==> config.mk <==
export PLATFORM = sky130hd
export DESIGN_NAME = prf_cell
export DESIGN_NICKNAME = d
export VERILOG_FILES = /design/src/prf_pkg.sv /design/src/prf_cell.sv
export SDC_FILE = /design/constraint.sdc
export NUM_CORES = 1
export LEC_CHECK = 0
export BUFFER_PORTS_ARGS = -buffer_cell sky130_fd_sc_hd__buf_2
export CAP_MARGIN = 20
export CORE_MARGIN = 8
export CORE_UTILIZATION = 53
export DETAILED_ROUTE_END_ITERATION = 6
export GPL_ROUTABILITY_DRIVEN = 0
export GPL_TIMING_DRIVEN = 0
export PLACE_DENSITY = 0.81
export REMOVE_ABC_BUFFERS = 1
export SETUP_SLACK_MARGIN = 0.1
export SYNTH_ARGS = -nofsm -noshare
export SYNTH_HDL_FRONTEND = slang
export SYNTH_SLANG_ARGS = --single-unit
==> constraint.sdc <==
create_clock -name clk -period 5.1 [get_ports clk]
set_clock_uncertainty 0.2 [all_clocks]
set_input_delay 0.51 -clock clk [delete_from_list [all_inputs] [get_ports clk]]
set_output_delay 0.51 -clock clk [all_outputs]
set_load 0.01 [all_outputs]
==> src/prf_pkg.sv <==
// Shared constants, opcodes and the item packet type for the PC range hit profiler.
`default_nettype none
package prf_pkg;

  localparam int MAX_RANGES = 256;
  localparam int ADDR_W     = 32;
  localparam int COUNT_W    = 32;
  localparam int MATCH_W    = 8;
  localparam int IDX_W      = (MAX_RANGES > 1) ? $clog2(MAX_RANGES) : 1;
  localparam int CNT_W      = $clog2(MAX_RANGES + 1);

  localparam logic [ADDR_W-1:0] STEP_BACK = ADDR_W'(4);

  localparam logic [1:0] OP_LOAD_START = 2'd0;
  localparam logic [1:0] OP_LOAD_SIZE  = 2'd1;
  localparam logic [1:0] OP_TRACE      = 2'd2;
  localparam logic [1:0] OP_READ       = 2'd3;

  typedef struct packed {
    logic               act;
    logic [1:0]         op;
    logic [ADDR_W-1:0]  addr;
    logic [IDX_W-1:0]   idx;
    logic               wr_lo;
    logic               wr_hi;
    logic [IDX_W-1:0]   hi_idx;
    logic [ADDR_W-1:0]  hi_val;
    logic               done;
    logic [COUNT_W-1:0] count;
    logic [MATCH_W-1:0] match;
    logic               hit;
    logic               err;
  } prf_pkt_t;

endpackage
`default_nettype wire

==> src/prf_cell.sv <==
// One table entry of the profiler chain: range bounds, hit counter and packet stage.
`default_nettype none
module prf_cell import prf_pkg::*; (
  input  wire logic             clk,
  input  wire logic             rst_n,
  input  wire logic             en,
  input  wire logic [IDX_W-1:0] cell_idx,
  input  wire prf_pkt_t         pkt_i,
  output prf_pkt_t              pkt_o
);

  logic [ADDR_W-1:0]  low_r;
  logic [ADDR_W-1:0]  high_r;
  logic [COUNT_W-1:0] hits_r;
  logic               valid_r;
  prf_pkt_t           pkt_r;
  prf_pkt_t           pkt_nxt;
  logic               trace_hit;
  logic               live;

  assign live      = pkt_i.act && !pkt_i.done;
  assign trace_hit = live && (pkt_i.op == OP_TRACE) && valid_r &&
                     (pkt_i.addr >= low_r) && (pkt_i.addr <= high_r);

  always_comb begin
    pkt_nxt = pkt_i;
    if (trace_hit) begin
      pkt_nxt.done  = 1'b1;
      pkt_nxt.hit   = 1'b1;
      pkt_nxt.match = MATCH_W'(cell_idx);
    end else if (live && (pkt_i.op == OP_READ) && (pkt_i.idx == cell_idx)) begin
      pkt_nxt.done  = 1'b1;
      pkt_nxt.count = hits_r;
    end
  end

  always_ff @(posedge clk) begin
    if (en && pkt_i.act && pkt_i.wr_lo && (pkt_i.idx == cell_idx)) begin
      low_r <= pkt_i.addr;
    end
    if (en && pkt_i.act && pkt_i.wr_hi && (pkt_i.hi_idx == cell_idx)) begin
      high_r <= pkt_i.hi_val;
    end
  end

  always_ff @(posedge clk) begin
    if (!rst_n) begin
      valid_r   <= 1'b0;
      hits_r    <= '0;
      pkt_r.act <= 1'b0;
    end else if (en) begin
      if (pkt_i.act && pkt_i.wr_lo && (pkt_i.idx == cell_idx)) begin
        valid_r <= 1'b1;
      end
      if (trace_hit && (hits_r != {COUNT_W{1'b1}})) begin
        hits_r <= hits_r + COUNT_W'(1);
      end
      pkt_r <= pkt_nxt;
    end
  end

  assign pkt_o = pkt_r;

endmodule
`default_nettype wire

==> metrics <==
port buffer count=266; crit path max-delay cell type=or4_1; cell count along the critical path=10; share of the cycle needed by the critical path after routing=0.652; synthesized area per cell=13.9 µm²; Max Cap Violations=0; post-synth cell types=46; Yosys warnings=0; Buf/Inv on CP=1; largest net degree at the start of global routing=70; worst-margin pin slew=0.819 ns; Reg2Reg Depth=10; reg-to-reg endpoint=hits_r[10]; most frequent cells after synthesis=191 x edfxtp_1, 68 x inv_1, 65 x ha_1; Area Growth Syn to Fin=28.5%; crit path DAT=3.55 ns; Most used DFF post-synth=edfxtp_1; EDFF count, synth=191; antenna cells=0; CP Capture Point=hits_r[10]; clock latency on the worst-skew pair=0.50 ns; per-cell routed wire length=18.9 µm; CTS buffer count=24; Post-route DRC=0; WP data required=5.33 ns; WL final=24.1 mm; Starting Density=0.534; nets@finish=1230; setup_tns=0 ns; async set-or-reset flop fraction in the synthesized netlist=0; DR vias/cell=5.46; slew margin rel.=0.454; DR pass1 iterations=4; Crit. Startpoint=low_r[15]; hold path start=pkt_i[77]; leakage=5.15 nW; DRT antenna net count=0; post-DP HPWL=17.2 mm; I/O Pins=267; status=complete, no violations; Clock Path Buffers=3; clock-pin slew on the worst setup and hold paths=0.06 ns; worst vdd ir=0.000251 V; first-pass GRT wire length=37.7 mm; reg2reg start=low_r[15]; Pins Over Slew Limit=0; Core ar.=18500 µm²; Post-Syn Area=9850 µm²; Sink Count=225; Yosys reg bits=225; top cells by area, synth=edfxtp_1 58%, ha_1 8.3%, dfxtp_1 6.9%; initial antenna violation count=2; Synth top area share=0.582; Starting DRT DRC Count=344; register area share after synthesis=0.651; Crit Path Max Fanout=62; GRT Overall Usage=0.199; CTS resizes=0; top-count cell post-synth=edfxtp_1; Final setup viols=0; GRT overflow=0; hold slack final=0.0195 ns; final hold vios=0; TritonCTS clock tree=built; die area=23200 µm²; Critical Path Max Stage Delay=0.58 ns; chip width=152 µm; number of global-route vias before repair=7198; CP Cell Sequence=inv_1 > ha_1 > nand4_1 > or4_1 > a221o_1 > o211ai_1 > a21oi_1 > a21o_4 > or4_1 > a21oi_1; CP top delay family=simple AND/OR/NAND/NOR gates; DR vias=6974; fin crit period=3.33 ns; CP startpoint kind=flop; RSZ-0062 raised after global routing=no; Worst Hold Class=input port to flop; Crit Path Category=flop to flop; Root Driver=clkbuf_16; layout cells sized above 1=0.334; Reg2Reg Setup Slack=1.77 ns; H-tree depth=1; largest area contributor in the netlist=edfxtp_1; row count=50; Syn Inst Count=710; DIE HEIGHT=152 µm; PD cells=328 nW/µm²; CP endpoint kind=flop; Fillers=1308; fmax=301 MHz
through the flow:
step / setup WS (ns) / std cells / area (µm²) / util / total power, mW
after global routing: 1.62 / 1277 / 12700 / 0.686 / 4.28
after floorplan: 0.979 / 687 / 9750 / - / 2.26
after global placement: -0.905 / 1187 / 11400 / 0.616 / 2.43
after detailed placement: 1.44 / 1192 / 11500 / 0.621 / 2.44
final: 1.77 / 1277 / 12700 / 0.686 / 4.15
after CTS: 1.74 / 1277 / 12700 / 0.686 / 4.18
flip-flops by register name, summed over array words and instances (netlist names):
register and cells:
pkt_o 128, high_r 32, valid_r 1, low_r 32, hits_r 32
placed cells by master, fill, tap and decap left out, types with 5 or more instances in the layout:
master         instances
dlygate4sd3_1         42
o311ai_0               8
nand4_1               28
nand2b_1              17
and3_1                10
nand2_1               38
mux2i_1               12
or4_1                 10
nor4_1                 6
inv_1                 68
clkbuf_1               9
o31ai_1                9
mux2_2                40
edfxtp_1             191
and4_1                 5
o41ai_1                8
dfxtp_1               34
xnor2_1               16
nand3_1               15
clkbuf_16             25
buf_2                266
ha_1                  65
nor2_1                15
o21ai_0               12
a21oi_1               37
per-layer routing:
metal  vias to the layer above  GRT usage  share of wire
met3                        44     0.0559          0.070
li1                       3323          -              -
met5                         -          0         0.0011
met4                         4     0.0543          0.022
met2                       209      0.365           0.52
met1                      3394      0.223           0.39
worst register-to-register path: stages (launching register included):
cell and delay (ns):
edfxtp_1 0.32, inv_1 0.04, ha_1 0.31, nand4_1 0.13, or4_1 0.58, a221o_1 0.29
o211ai_1 0.13, a21oi_1 0.12, a21o_4 0.39, or4_1 0.60, a21oi_1 0.15
what timing repair did:
item                      4_1_cts  5_1_grt
hold endpoints to repair       68        0
buffers inserted                0        0
hold buffers                   42        0
final cells by class:
type                       count  area, µm²  area share
inverter                      68        255      0.0202
tap                          234        293      0.0231
multi-input combinational    394       3090       0.244
clock inverter                 9        118     0.00929
sequential                   225       6420       0.507
timing repair buffer         313       1830       0.144
clock buffer                  34        659      0.0521
cell families after synthesis:
logic type      synth area share
flops                      0.651
simple gates              0.0936
compound gates            0.0643
buf+inv                   0.0360
fa+ha+maj                 0.0826
mux                       0.0579
xor+xnor                  0.0142
report_power, final:
group,internal [mW],switching (mW)
Combinational,0.152,0.183
Sequential,2.07,0.0163
Clock,1.05,0.675
how the worst min path moves through the flow:
stage	endpoint	slack, ns	cells past startpoint
floorplan	valid_r	0.24	2
global placement	valid_r	0.25	2
detailed placement	valid_r	0.26	2
CTS	pkt_o[82]	0.0008	1
global route	pkt_o[46]	0.001	1
finish	pkt_o[77]	0.02	1
(Power assumes the default switching activity.)
