==> config.mk <==
export PLATFORM = sky130hd
export DESIGN_NAME = prf_ctrl
export DESIGN_NICKNAME = d
export VERILOG_FILES = /design/src/prf_pkg.sv /design/src/prf_ctrl.sv
export SDC_FILE = /design/constraint.sdc
export NUM_CORES = 1
export LEC_CHECK = 0
export ABC_CLOCK_PERIOD_IN_PS = 8400
export BUFFER_PORTS_ARGS = -buffer_cell sky130_fd_sc_hd__buf_2
export CAP_MARGIN = 20
export CORE_ASPECT_RATIO = 0.7
export CORE_UTILIZATION = 45
export CTS_BUF_LIST = sky130_fd_sc_hd__clkbuf_8 sky130_fd_sc_hd__clkbuf_16
export DETAILED_ROUTE_END_ITERATION = 10
export GPL_ROUTABILITY_DRIVEN = 1
export PLACE_DENSITY_LB_ADDON = 0.15
export SYNTH_ARGS = -nofsm -noshare
export SYNTH_HDL_FRONTEND = slang
export SYNTH_SLANG_ARGS = --single-unit
==> constraint.sdc <==
create_clock -name clk -period 8.4 [get_ports clk]
set_input_delay 1.68 -clock clk [delete_from_list [all_inputs] [get_ports clk]]
set_output_delay 1.68 -clock clk [all_outputs]
set_load 0.02 [all_outputs]
==> src/prf_pkg.sv <==
// Shared constants, opcodes and the item packet type for the PC range hit profiler.
`default_nettype none
package prf_pkg;

  localparam int MAX_RANGES = 256;
  localparam int ADDR_W     = 32;
  localparam int COUNT_W    = 32;
  localparam int MATCH_W    = 8;
  localparam int IDX_W      = (MAX_RANGES > 1) ? $clog2(MAX_RANGES) : 1;
  localparam int CNT_W      = $clog2(MAX_RANGES + 1);

  localparam logic [ADDR_W-1:0] STEP_BACK = ADDR_W'(4);

  localparam logic [1:0] OP_LOAD_START = 2'd0;
  localparam logic [1:0] OP_LOAD_SIZE  = 2'd1;
  localparam logic [1:0] OP_TRACE      = 2'd2;
  localparam logic [1:0] OP_READ       = 2'd3;

  typedef struct packed {
    logic               act;
    logic [1:0]         op;
    logic [ADDR_W-1:0]  addr;
    logic [IDX_W-1:0]   idx;
    logic               wr_lo;
    logic               wr_hi;
    logic [IDX_W-1:0]   hi_idx;
    logic [ADDR_W-1:0]  hi_val;
    logic               done;
    logic [COUNT_W-1:0] count;
    logic [MATCH_W-1:0] match;
    logic               hit;
    logic               err;
  } prf_pkt_t;

endpackage
`default_nettype wire

==> src/prf_ctrl.sv <==
// Issue logic: entry count, first start address and packet build for the chain head.
`default_nettype none
module prf_ctrl import prf_pkg::*; (
  input  wire logic              clk,
  input  wire logic              rst_n,
  input  wire logic              in_valid,
  input  wire logic              in_ready,
  input  wire logic [1:0]        in_opcode,
  input  wire logic [ADDR_W-1:0] in_address_value,
  input  wire logic [7:0]        in_entry_index,
  output prf_pkt_t               pkt_o
);

  logic [CNT_W-1:0]  loaded_r;
  logic [CNT_W-1:0]  loaded_nxt;
  logic [ADDR_W-1:0] first_low_r;
  logic [ADDR_W-1:0] first_low_nxt;
  logic              accept;
  logic              full;
  prf_pkt_t          pkt;

  assign accept = in_valid && in_ready;
  assign full   = (loaded_r >= CNT_W'(MAX_RANGES));

  always_comb begin
    pkt      = '0;
    pkt.act  = accept;
    pkt.op   = in_opcode;
    pkt.addr = in_address_value;
    case (in_opcode)
      OP_LOAD_START: begin
        if (full) begin
          pkt.err  = 1'b1;
          pkt.done = 1'b1;
        end else begin
          pkt.wr_lo = 1'b1;
          pkt.idx   = IDX_W'(loaded_r);
          if (loaded_r != '0) begin
            pkt.wr_hi  = 1'b1;
            pkt.hi_idx = IDX_W'(loaded_r - CNT_W'(1));
            pkt.hi_val = in_address_value - STEP_BACK;
          end
        end
      end
      OP_LOAD_SIZE: begin
        if (loaded_r == '0) begin
          pkt.err  = 1'b1;
          pkt.done = 1'b1;
        end else begin
          pkt.wr_hi  = 1'b1;
          pkt.hi_idx = IDX_W'(loaded_r - CNT_W'(1));
          pkt.hi_val = first_low_r + in_address_value;
        end
      end
      OP_READ: begin
        pkt.idx = IDX_W'(in_entry_index);
        if (32'(in_entry_index) >= 32'(loaded_r)) begin
          pkt.err  = 1'b1;
          pkt.done = 1'b1;
        end
      end
      default: begin
        pkt.done = 1'b0;
      end
    endcase
  end

  always_comb begin
    loaded_nxt    = loaded_r;
    first_low_nxt = first_low_r;
    if (accept && (in_opcode == OP_LOAD_START) && !full) begin
      loaded_nxt = loaded_r + CNT_W'(1);
      if (loaded_r == '0) begin
        first_low_nxt = in_address_value;
      end
    end
  end

  always_ff @(posedge clk) begin
    if (!rst_n) begin
      loaded_r <= '0;
    end else begin
      loaded_r <= loaded_nxt;
    end
  end

  always_ff @(posedge clk) begin
    first_low_r <= first_low_nxt;
  end

  assign pkt_o = pkt;

endmodule
`default_nettype wire

==> summary.md, run 1 <==
| Metric | Value |
|---|---|
| Power spent charging and discharging nets | `0.0002161 W` |
| Number of buffer and inverter instances along the worst setup path | `3` |
| CP cell instances | `buf_2 > ha_1 > inv_1 > fa_1 > nor2b_1 > o21ai_0 > o21ai_0 > nand4_1 > a31oi_1 > o41ai_1 > o2111ai_1 > xnor2_1 > o22ai_1 > buf_2` |
| Remaining global-route overflow | `0` |
| Leakage component of the power | `2.469 nW` |
| Initial core utilization | `0.4743` |
| Post-layout min period | `6.563 ns` |
| Number of different library cells in the post-synthesis netlist | `56` |
| Kind of end point of the critical path | `primary output` |
| First-pass GRT wire length | `20760 µm` |
| Category of the critical setup timing path | `primary input to primary output` |
| Relative slew slack | `0.3528` |
| Number of port buffers | `132` |
| Placeable Area | `10590 µm²` |
| Routed vias | `~4600` |
| Number of flops mapped to enable cells by yosys | `32` |
| Timing startpoint of the critical path | `in_address_value[0]` |
| Final number of hold-violating endpoints | `0` |
| Synthesized area per cell | `8.274 µm²` |
| CTS hold repair buffers | `0` |
| Clock tree root buffer cell | `sky130_fd_sc_hd__clkbuf_16` |
| Worst-path clk slew | `0.06 ns` |
| Worst-path maximum fanout | `5` |
| Final critical-path share of the clock period | `0.7813` |
| Layout-stage area growth over the synthesis result | `10.76%` |
| Cell at the slowest stage of the critical path | `sky130_fd_sc_hd__o41ai_1` |
| Arr. time, crit path | `between 4 and 5 ns` |
| Fin util | `0.5253` |
| Average wire per standard cell | `15.57 µm` |
| Result of the run | `complete, no violations` |
| Cell count after placement | `835` |
| Number of detailed-routing iterations run before antenna repair | `5` |
| Peak supply drop | `0.00007139 V` |
| Top cells by area in the synthesized netlist | `sky130_fd_sc_hd__edfxtp_1 19%, sky130_fd_sc_hd__ha_1 12%, sky130_fd_sc_hd__buf_4 12%, sky130_fd_sc_hd__xnor2_1 8.2%, sky130_fd_sc_hd__nor2_1 4.0%` |
| Max frequency | `152.4 MHz` |
| Combinational group share of total power | `0.324` |
| Family of cells with the greatest summed delay on the critical path | `compound AO/OA/AOI/OAI gates` |
| DRC violations left | `0` |
| Drt initial violations | `442` |
| Share of flip-flops with an asynchronous set or reset | `0` |
| Total global routing track utilization | `0.2250` |
| Final std cells w/o fill | `843` |
| Number of instances in the synthesized netlist | `607` |
| Reg2reg start | `loaded_r[3]` |
| Setup repair after global routing missed its margin | `no` |
| Share of the yosys chip area belonging to registers | `0.2272` |
| Ratio of routed vias to standard cells | `5.491` |
| WP data required | `6.72 ns` |
| Area of the die | `11590 µm²` |
| Pwr dens | `114.4 nW/µm²` |
| Vertical die dimension | `90.39 µm` |
| Final setup viols | `0` |
| Cell taking the most area after synthesis | `sky130_fd_sc_hd__edfxtp_1` |
| Maximum number of buffers from clock root to sink | `2` |
| Sum of negative setup slack | `0 ns` |
| H-tree lvl count | `2` |
| Post-synth top area share | `0.1913` |
| HP Start | `loaded_r[8]` |
| Startpoint Class | `primary input` |
| Share of total power in the clock network | `0.324` |
| Mapped Area | `between 5000 and 6000 µm²` |
| # nets final | `788` |
| Vias in the first global route | `approximately 4000` |
| Initial antenna violation count | `0` |
| Fraction of final layout cells with drive strength greater than 1 | `0.2302` |
| Half-perimeter wire length after detailed placement | `between 10000 and 15000 µm` |
| Synthesis-stage register bit count | `41` |
| Placement-stage cell area | `5405 µm²` |
| Share of total power consumed by net switching | `0.3397` |
| Global placer's final weighted congestion | `approximately 0.90` |
| Overall Power | `0.0006361 W` |
| Clk Latency, worst-skew pair | `roughly 0.29 ns` |
| Aggregate routed wire length | `roughly 13000 µm` |
| DIE WIDTH | `128.3 µm` |
| Sequential share of power | `0.352` |
| Total number of clock tree sinks | `between 40 and 50` |
| Worst stage delay on the critical path | `0.80 ns` |
| Max Cap Violations | `0` |
| Floorplan row count | `31` |
| Resized cells post-CTS | `0` |
| Boundary Pins | `between 150 and 200` |
| Actual slew at the worst max-slew pin | `0.9582 ns` |
| Final-report max-slew violation count | `0` |
| Yosys synthesis warning count | `0` |
| TritonCTS buffer count | `5` |
| Remaining number of nets flagged by the antenna check after routing | `0` |
| Post-CTS setup buffer count | `0` |
| Internal power contribution | `between 0.0004 and 0.0005 W` |
| Maximum number of pins on one net before global-route repair | `36` |
| Commonest register cell after synthesis | `sky130_fd_sc_hd__edfxtp_1` |
| CTS tree | `done` |
| Diodes inserted | `0` |
| Final setup skew | `just under 0.005 ns` |
| Final design area excluding fillers | `5563 µm²` |
| Path type of the worst min-delay path | `flop to flop` |
tightest hold or removal path: stages (launching register included):
cell and delay [ns]:
sky130_fd_sc_hd__dfxtp_1 0.38, sky130_fd_sc_hd__a21oi_1 0.16, sky130_fd_sc_hd__nor2b_1 0.06
power by group through the flow:
stage / Combinational (W) / Clock (W) / Sequential (W)
after floorplan: 0.000166 / 0 / 0.000228
after global placement: 0.000201 / 0 / 0.000228
after detailed placement: 0.000203 / 0 / 0.000228
after CTS: 0.000205 / 0.000210 / 0.000224
after global routing: 0.000226 / 0.000219 / 0.000224
final: 0.000206 / 0.000206 / 0.000224
Yosys cell counts, types with 6 or more instances:
master	instances
sky130_fd_sc_hd__a21oi_1	36
sky130_fd_sc_hd__a21o_1	19
sky130_fd_sc_hd__dfxtp_1	9
sky130_fd_sc_hd__inv_1	28
sky130_fd_sc_hd__nor3_1	15
sky130_fd_sc_hd__o22ai_1	28
sky130_fd_sc_hd__a22oi_1	8
sky130_fd_sc_hd__nand2_1	28
sky130_fd_sc_hd__edfxtp_1	32
sky130_fd_sc_hd__a31oi_1	6
sky130_fd_sc_hd__ha_1	47
sky130_fd_sc_hd__nand3_1	11
sky130_fd_sc_hd__xnor2_1	47
sky130_fd_sc_hd__buf_4	77
sky130_fd_sc_hd__nor2_1	54
sky130_fd_sc_hd__o21bai_1	7
sky130_fd_sc_hd__nand4_1	9
sky130_fd_sc_hd__nand2b_1	7
sky130_fd_sc_hd__clkbuf_1	17
sky130_fd_sc_hd__o21ai_0	26
sky130_fd_sc_hd__xor2_1	19
sky130_fd_sc_hd__nor2b_1	9
sky130_fd_sc_hd__and2_1	10
layer usage:
layer  up-vias  wire [µm]  global-route usage
li1       2239          -                   -
met5         -          0                   0
met1      2164       6838              0.3730
met4         0         64             0.03431
met2       219       5145              0.2991
met3         7       1074             0.03377
per-stage QoR:
stage	worst slack [ns]	hold WS [ns]
6_report	1.837	0.6463
5_1_grt	1.622	0.7193
4_1_cts	1.933	0.6444
3_5_place_dp	1.967	0.6357
3_3_place_gp	2.127	0.6065
2_1_floorplan	2.625	0.6004
cell type report:
cell class	count	area, µm²
Inverter	28	105.1
Multi-Input combinational cell	482	3283
Timing Repair Buffer	136	690.7
Sequential cell	41	1141
Fill cell	1058	5026
Clock inverter	1	5.005
Tap cell	148	185.2
Clock buffer	7	152.6
layout by cell type (no fill, tap or decap), drive strengths merged, types with 3 or more instances in the layout:
| cell type | Yosys | routed |
|---|---|---|
| o22ai | 28 | 28 |
| conb | 1 | 41 |
| nand2b | 8 | 8 |
| o21a | 4 | 4 |
| a21o | 19 | 19 |
| o31ai | 3 | 3 |
| a211oi | 4 | 4 |
| dfxtp | 9 | 9 |
| nor4b | 3 | 3 |
| nand3 | 11 | 11 |
| a21oi | 36 | 36 |
| o21bai | 7 | 7 |
| nor4 | 7 | 7 |
| buf | 79 | 136 |
| nor3 | 16 | 16 |
| clkbuf | 17 | 7 |
| xor2 | 19 | 19 |
| inv | 28 | 28 |
| or3 | 4 | 4 |
| edfxtp | 32 | 32 |
| nand2 | 29 | 29 |
| a31oi | 6 | 6 |
| nor2b | 9 | 9 |
| or4 | 6 | 6 |
| xnor2 | 47 | 47 |
| o21ai | 27 | 27 |
| nand4 | 9 | 9 |
| a22oi | 8 | 8 |
| ha | 47 | 47 |
| and2 | 10 | 10 |
| nor2 | 55 | 55 |
cells by family after synthesis:
family          share of synthesized area
xor+xnor                           0.1151
fa+ha+maj                          0.1211
buf+inv                            0.1502
compound gates                     0.1983
simple gates                       0.1873
flops                              0.2272
other cells                     0.0007467
worst paths after layout:
check,depth (start not counted),endpoint,slack (ns)
min,2,loaded_r[8],0.65
min reg2reg,2,loaded_r[8],0.65
max reg2reg,4,first_low_r[22],6.16
max,14,pkt_o[71],1.84
flip-flops by register name, indices dropped and copies added, names as in the netlist:
register and cells:
first_low_r 32, loaded_r 9
Power figures use the tool's default switching activity.
==> inputs of run 2 (changes only) <==
ABC_CLOCK_PERIOD_IN_PS = 5300   (was 8400)
clock period = 5.3 ns   (was 8.4 ns; I/O delays follow)
==> summary.md, run 2 (same netlist as run 1, synthesis figures left out) <==
| Metric | Value |
|---|---|
| Area of the die | `11590 µm² (unchanged)` |
| Path type of the worst min-delay path | `flop to flop` |
| Worst setup slack after layout | `0.3659 ns (-1.471 ns)` |
| Vias in the first global route | `4159 (+4.5%)` |
| Final-report max-slew violation count | `0 (unchanged)` |
| Wl on met1 | `6916 µm (+1.1%)` |
| Setup repair after global routing missed its margin | `no` |
| Resized cells post-CTS | `0 (unchanged)` |
| CTS hold repair buffers | `0 (unchanged)` |
| Number of port buffers | `132 (unchanged)` |
| Global placer's final weighted congestion | `0.9013 (+0.70%)` |
| Fraction of final layout cells with drive strength greater than 1 | `0.2325 (+0.002309)` |
| Timing startpoint of the critical path | `in_address_value[9]` |
| DRC violations left | `0 (unchanged)` |
| Footprint of the flip-flops and latches | `1141 µm² (unchanged)` |
| Total global routing track utilization | `0.2290 (+0.003989)` |
| Fin Hold WS | `0.6157 ns (-0.03057 ns)` |
| Maximum number of buffers from clock root to sink | `2 (unchanged)` |
| Max frequency | `202.7 MHz` |
| Total length of routed met3 wires | `1091 µm (+1.6%)` |
| Final design area excluding fillers | `5587 µm² (+0.43%)` |
| Total number of clock tree sinks | `41 (unchanged)` |
| Floorplan row count | `31 (unchanged)` |
| Drt initial violations | `346 (-22%)` |
| Clk Latency, worst-skew pair | `0.29 ns (about the same)` |
| Maximum number of pins on one net before global-route repair | `33 (-8.3%)` |
| CP cell instances | `buf_2 > ha_1 > nand2_1 > nor2_1 > nand3_1 > o221ai_1 > a31oi_1 > o21ai_1 > nor3b_1 > nor4b_2 > o32ai_2 > buf_2` |
| Peak supply drop | `0.0001255 V (+76%)` |
| Diodes inserted | `0 (unchanged)` |
| Boundary Pins | `174 (unchanged)` |
| DR top layer | `met4` |
| Pwr dens | `176.0 nW/µm² (+54%)` |
| Initial core utilization | `0.4743 (unchanged)` |
| Arr. time, crit path | `3.87 ns (-1.01 ns)` |
| Final std cells w/o fill | `849 (+0.71%)` |
| Remaining global-route overflow | `0 (unchanged)` |
| Category of the critical setup timing path | `primary input to primary output` |
| Placeable Area | `10590 µm² (unchanged)` |
| Half-perimeter wire length after detailed placement | `10220 µm (+0.59%)` |
| Final setup skew | `0.003589 ns (-0.001385 ns)` |
| Clock tree root buffer cell | `sky130_fd_sc_hd__clkbuf_16` |
| Top reg by flops | `first_low_r` |
| HP Start | `loaded_r[8]` |
| Vertical die dimension | `90.39 µm (unchanged)` |
| Worst-path maximum fanout | `7 (+2)` |
| Result of the run | `complete, no violations` |
| Actual slew at the worst max-slew pin | `0.6747 ns (-0.2835 ns)` |
| Largest registers | `first_low_r: 32 flops, loaded_r: 9 flops` |
| Reg2reg start | `loaded_r[3]` |
| Leakage component of the power | `2.497 nW (+1.1%)` |
| # nets final | `794 (+0.76%)` |
| Most common cell after layout, fill and taps aside | `sky130_fd_sc_hd__buf_2` |
| Average wire per standard cell | `15.47 µm (-0.60%)` |
| Largest register FFs | `32 (unchanged)` |
| Layout-stage area growth over the synthesis result | `11.24%` |
| Initial antenna violation count | `0 (unchanged)` |
| Routed vias | `4626 (-0.065%)` |
| Sum of negative setup slack | `0 ns (unchanged)` |
| Worst stage delay on the critical path | `0.41 ns (-0.39 ns)` |
| Final critical-path share of the clock period | `0.9310` |
| Met2 Routed Length | `5018 µm (-2.5%)` |
| Most used cell, CP | `sky130_fd_sc_hd__buf_2` |
| WP data required | `4.24 ns (-2.48 ns)` |
| Cell count after placement | `841 (+0.72%)` |
| Kind of end point of the critical path | `primary output` |
| Remaining number of nets flagged by the antenna check after routing | `0 (unchanged)` |
| Relative slew slack | `0.5501 (+0.1973)` |
| Final number of hold-violating endpoints | `0 (unchanged)` |
| Number of detailed-routing iterations run before antenna repair | `5 (unchanged)` |
| Max Cap Violations | `0 (unchanged)` |
| CTS tree | `done` |
| DIE WIDTH | `128.3 µm (unchanged)` |
| Multi-input combinational cell area | `3283 µm² (unchanged)` |
| H-tree lvl count | `2 (unchanged)` |
| Filler cell count in the final layout | `1035 (-2.2%)` |
| Commonest cells after routing, fill and taps aside | `132 x sky130_fd_sc_hd__buf_2, 54 x sky130_fd_sc_hd__nor2_1, 47 x sky130_fd_sc_hd__xnor2_1, 47 x sky130_fd_sc_hd__ha_1, 41 x sky130_fd_sc_hd__conb_1` |
| Worst-path clk slew | `0.06 ns (about the same)` |
| Placement-stage cell area | `5450 µm² (+0.83%)` |
| Final setup viols | `0 (unchanged)` |
| Cell at the slowest stage of the critical path | `sky130_fd_sc_hd__ha_1` |
| Ratio of routed vias to standard cells | `5.449 (-0.77%)` |
| Post-layout min period | `between 4 and 5 ns` |
| Aggregate routed wire length | `13140 µm (+0.11%)` |
| Setup Slack @ Placement | `0.2555 ns (-1.711 ns)` |
| Post-CTS setup buffer count | `0 (unchanged)` |
| TritonCTS buffer count | `5 (unchanged)` |
| First-pass GRT wire length | `21050 µm (+1.4%)` |
| Startpoint Class | `primary input` |
-- run 2: changes by cell type in the layout (fill, tap and decap cells not counted) --
cell,delta
sky130_fd_sc_hd__buf_4,+6
sky130_fd_sc_hd__clkinv_2,-1
sky130_fd_sc_hd__clkbuf_8,-2
sky130_fd_sc_hd__o21ai_1,+1
sky130_fd_sc_hd__o21ai_0,-1
sky130_fd_sc_hd__inv_1,+3
-- run 2: path summary, 6_finish.rpt --
kind	depth (start not counted)	slack [ns]	endpoint
max	12	0.37	pkt_o[74]
min	2	0.62	loaded_r[8]
min reg2reg	2	0.62	loaded_r[8]
max reg2reg	4	3.07	first_low_r[20]
-- run 2: per-layer routing --
metal  global-route usage  up-vias
met2               0.3113      226
li1                     -     2251
met4              0.05098        0
met1               0.3618     2138
met5                    0        -
met3              0.04384       11
-- run 2: power breakdown --
group	switching, W	internal, W	total (W)
clock	0.000128	0.000170	0.000298
combinational	0.000214	0.000117	0.000331
sequential	0.00000233	0.000352	0.000354
-- run 2: metrics by stage --
step,utilization,total power [W]
after floorplan,-,0.0006236
after global placement,0.5147,0.0006835
after detailed placement,0.5147,0.0006871
after CTS,0.5276,0.0009842
after global routing,0.5276,0.001030
final,0.5276,0.0009834
-- run 2: cell type report --
cell class | instances | share of cell area
clock buffer | 5 | 0.02240
clock inverter | 3 | 0.002016
inverter | 28 | 0.01881
multi-input combinational | 482 | 0.5877
sequential | 41 | 0.2043
tap | 148 | 0.03315
timing repair buffer | 142 | 0.1317
-- run 2: worst max-delay path, delay by kind of cell --
family / cells / cell delay (ns)
AND/OR/NAND/NOR: 5 / 0.91
AO/OA/AOI/OAI: 4 / 1.14
adder cells (fa/ha/maj): 1 / 0.41
buffers and inverters: 2 / 0.36
==> inputs of run 3 (changes only) <==
BUFFER_PORTS_ARGS = -buffer_cell sky130_fd_sc_hd__buf_4   (was -buffer_cell sky130_fd_sc_hd__buf_2)
GPL_ROUTABILITY_DRIVEN = 0   (was 1)
==> summary.md, run 3 (same netlist as run 1, synthesis figures left out) <==
| Metric | Value |
|---|---|
| Final setup skew | `0.002957 ns (-0.0006320 ns)` |
| Worst setup slack after layout | `0.2282 ns (-0.1377 ns)` |
| H-tree lvl count | `2 (unchanged)` |
| Most used cell, CP | `sky130_fd_sc_hd__buf_4` |
| Path type of the worst min-delay path | `flop to flop` |
| CP cell instances | `buf_4 > ha_1 > nand2_1 > nor2_1 > nand3_1 > o221ai_1 > a31oi_1 > o21ai_0 > nor3b_1 > nor4b_2 > o32ai_2 > buf_4` |
| Half-perimeter wire length after detailed placement | `10430 µm (+2.1%)` |
| First-pass GRT wire length | `21090 µm (+0.17%)` |
| Final number of hold-violating endpoints | `0 (unchanged)` |
| Startpoint Class | `primary input` |
| Drt initial violations | `299 (-14%)` |
| Ratio of routed vias to standard cells | `5.483 (+0.64%)` |
| Maximum number of buffers from clock root to sink | `2 (unchanged)` |
| Relative slew slack | `0.5110 (-0.03915)` |
| Boundary Pins | `174 (unchanged)` |
| Post-CTS setup buffer count | `0 (unchanged)` |
| Layout-stage area growth over the synthesis result | `18.09%` |
| Diodes inserted | `0 (unchanged)` |
| CTS tree | `done` |
| Floorplan row count | `31 (unchanged)` |
| Fraction of final layout cells with drive strength greater than 1 | `0.2357 (+0.003189)` |
| Leakage component of the power | `2.561 nW (+2.5%)` |
| Setup Slack @ Placement | `0.2584 ns (+0.002822 ns)` |
| Max frequency | `197.2 MHz (-2.7%)` |
| Actual slew at the worst max-slew pin | `0.7268 ns (+0.05211 ns)` |
| Aggregate routed wire length | `13500 µm (+2.7%)` |
| Worst-path clk slew | `0.06 ns (about the same)` |
| Clock tree root buffer cell | `sky130_fd_sc_hd__clkbuf_16` |
| Number of port buffers | `132 (unchanged)` |
| TritonCTS buffer count | `5 (unchanged)` |
| Largest register FFs | `32 (unchanged)` |
| Number of detailed-routing iterations run before antenna repair | `4 (-1)` |
| Cell at the slowest stage of the critical path | `sky130_fd_sc_hd__o21ai_0` |
| Placeable Area | `10590 µm² (unchanged)` |
| Largest registers | `first_low_r: 32 flops, loaded_r: 9 flops` |
| Top reg by flops | `first_low_r` |
| Arr. time, crit path | `4.01 ns (+0.14 ns)` |
| Vias in the first global route | `4068 (-2.2%)` |
| Worst stage delay on the critical path | `0.54 ns (+0.13 ns)` |
| Pwr dens | `176.1 nW/µm² (about the same)` |
| Total number of clock tree sinks | `41 (unchanged)` |
| Average wire per standard cell | `15.92 µm (+2.9%)` |
| Initial core utilization | `0.4743 (unchanged)` |
| Final design area excluding fillers | `5931 µm² (+6.2%)` |
| Placement-stage cell area | `5773 µm² (+5.9%)` |
| Resized cells post-CTS | `0 (unchanged)` |
| Overall Power | `0.001044 W (+6.2%)` |
| Routed vias | `4650 (+0.52%)` |
| Category of the critical setup timing path | `primary input to primary output` |
| DIE WIDTH | `128.3 µm (unchanged)` |
| Setup repair after global routing missed its margin | `no` |
| Max Cap Violations | `0 (unchanged)` |
| Vertical die dimension | `90.39 µm (unchanged)` |
| DRC violations left | `0 (unchanged)` |
| Fin Hold WS | `0.6268 ns (+0.01106 ns)` |
| Peak supply drop | `0.0001155 V (-8.0%)` |
| Clk Latency, worst-skew pair | `0.29 ns (about the same)` |
| Result of the run | `complete, no violations` |
| Kind of end point of the critical path | `primary output` |
| Most common cell after layout, fill and taps aside | `sky130_fd_sc_hd__buf_4` |
| Sum of negative setup slack | `0 ns (unchanged)` |
| Remaining number of nets flagged by the antenna check after routing | `0 (unchanged)` |
| Final critical-path share of the clock period | `0.9569 (+0.02599)` |
| # nets final | `793 (-0.13%)` |
| Total global routing track utilization | `0.2306 (+0.001592)` |
| CTS hold repair buffers | `0 (unchanged)` |
| Commonest cells after routing, fill and taps aside | `141 x sky130_fd_sc_hd__buf_4, 54 x sky130_fd_sc_hd__nor2_1, 47 x sky130_fd_sc_hd__xnor2_1, 47 x sky130_fd_sc_hd__ha_1, 41 x sky130_fd_sc_hd__conb_1` |
| Final setup viols | `0 (unchanged)` |
| Area of the die | `11590 µm² (unchanged)` |
| Worst-path maximum fanout | `6 (-1)` |
| Remaining global-route overflow | `0 (unchanged)` |
| Maximum number of pins on one net before global-route repair | `33 (unchanged)` |
| WP data required | `4.24 ns (about the same)` |
| Post-layout min period | `5.072 ns (+0.1377 ns)` |
| Final-report max-slew violation count | `0 (unchanged)` |
| Initial antenna violation count | `0 (unchanged)` |
run 3: worst paths after layout:
check	startpoint	endpoint	slack (ns)	depth (start not counted)
max	in_address_value[7]	pkt_o[74]	0.23	12
min	loaded_r[8]	loaded_r[8]	0.63	2
max reg2reg	loaded_r[3]	first_low_r[6]	3.09	4
min reg2reg	loaded_r[8]	loaded_r[8]	0.63	2
run 3: where the power goes:
group,leakage (nW),switching [W],internal [W]
Sequential,0.363,0.00000232,0.000352
Clock,0.0799,0.000135,0.000200
Combinational,2.12,0.000216,0.000140
Total,2.56,0.000353,0.000692
run 3: critical path: cells and delay by family:
family,cells,cell delay [ns]
compound gates,4,1.33
fa+ha+maj,1,0.34
buf+inv,2,0.32
simple gates,5,0.95
run 3: metrics by stage:
stage                 util  instances
floorplan                -        647
global placement    0.5452        840
detailed placement  0.5452        840
CTS                 0.5601        848
global route        0.5601        848
finish              0.5601        848
run 3: cell type report:
cell class              instances  area, µm²
repair buffers                141       1059
well taps                     148      185.2
inverters                      28      105.1
fillers                      1012       4658
clock inverters                 1      5.005
flip-flops and latches         41       1141
multi-input cells             482       3283
clock buffers                   7      152.6
run 3: layer usage:
metal  global-route usage  wire [µm]
met1               0.3692       7121
met2               0.3171       5363
met3              0.03910        922
met4              0.03824         89
met5                    0          0
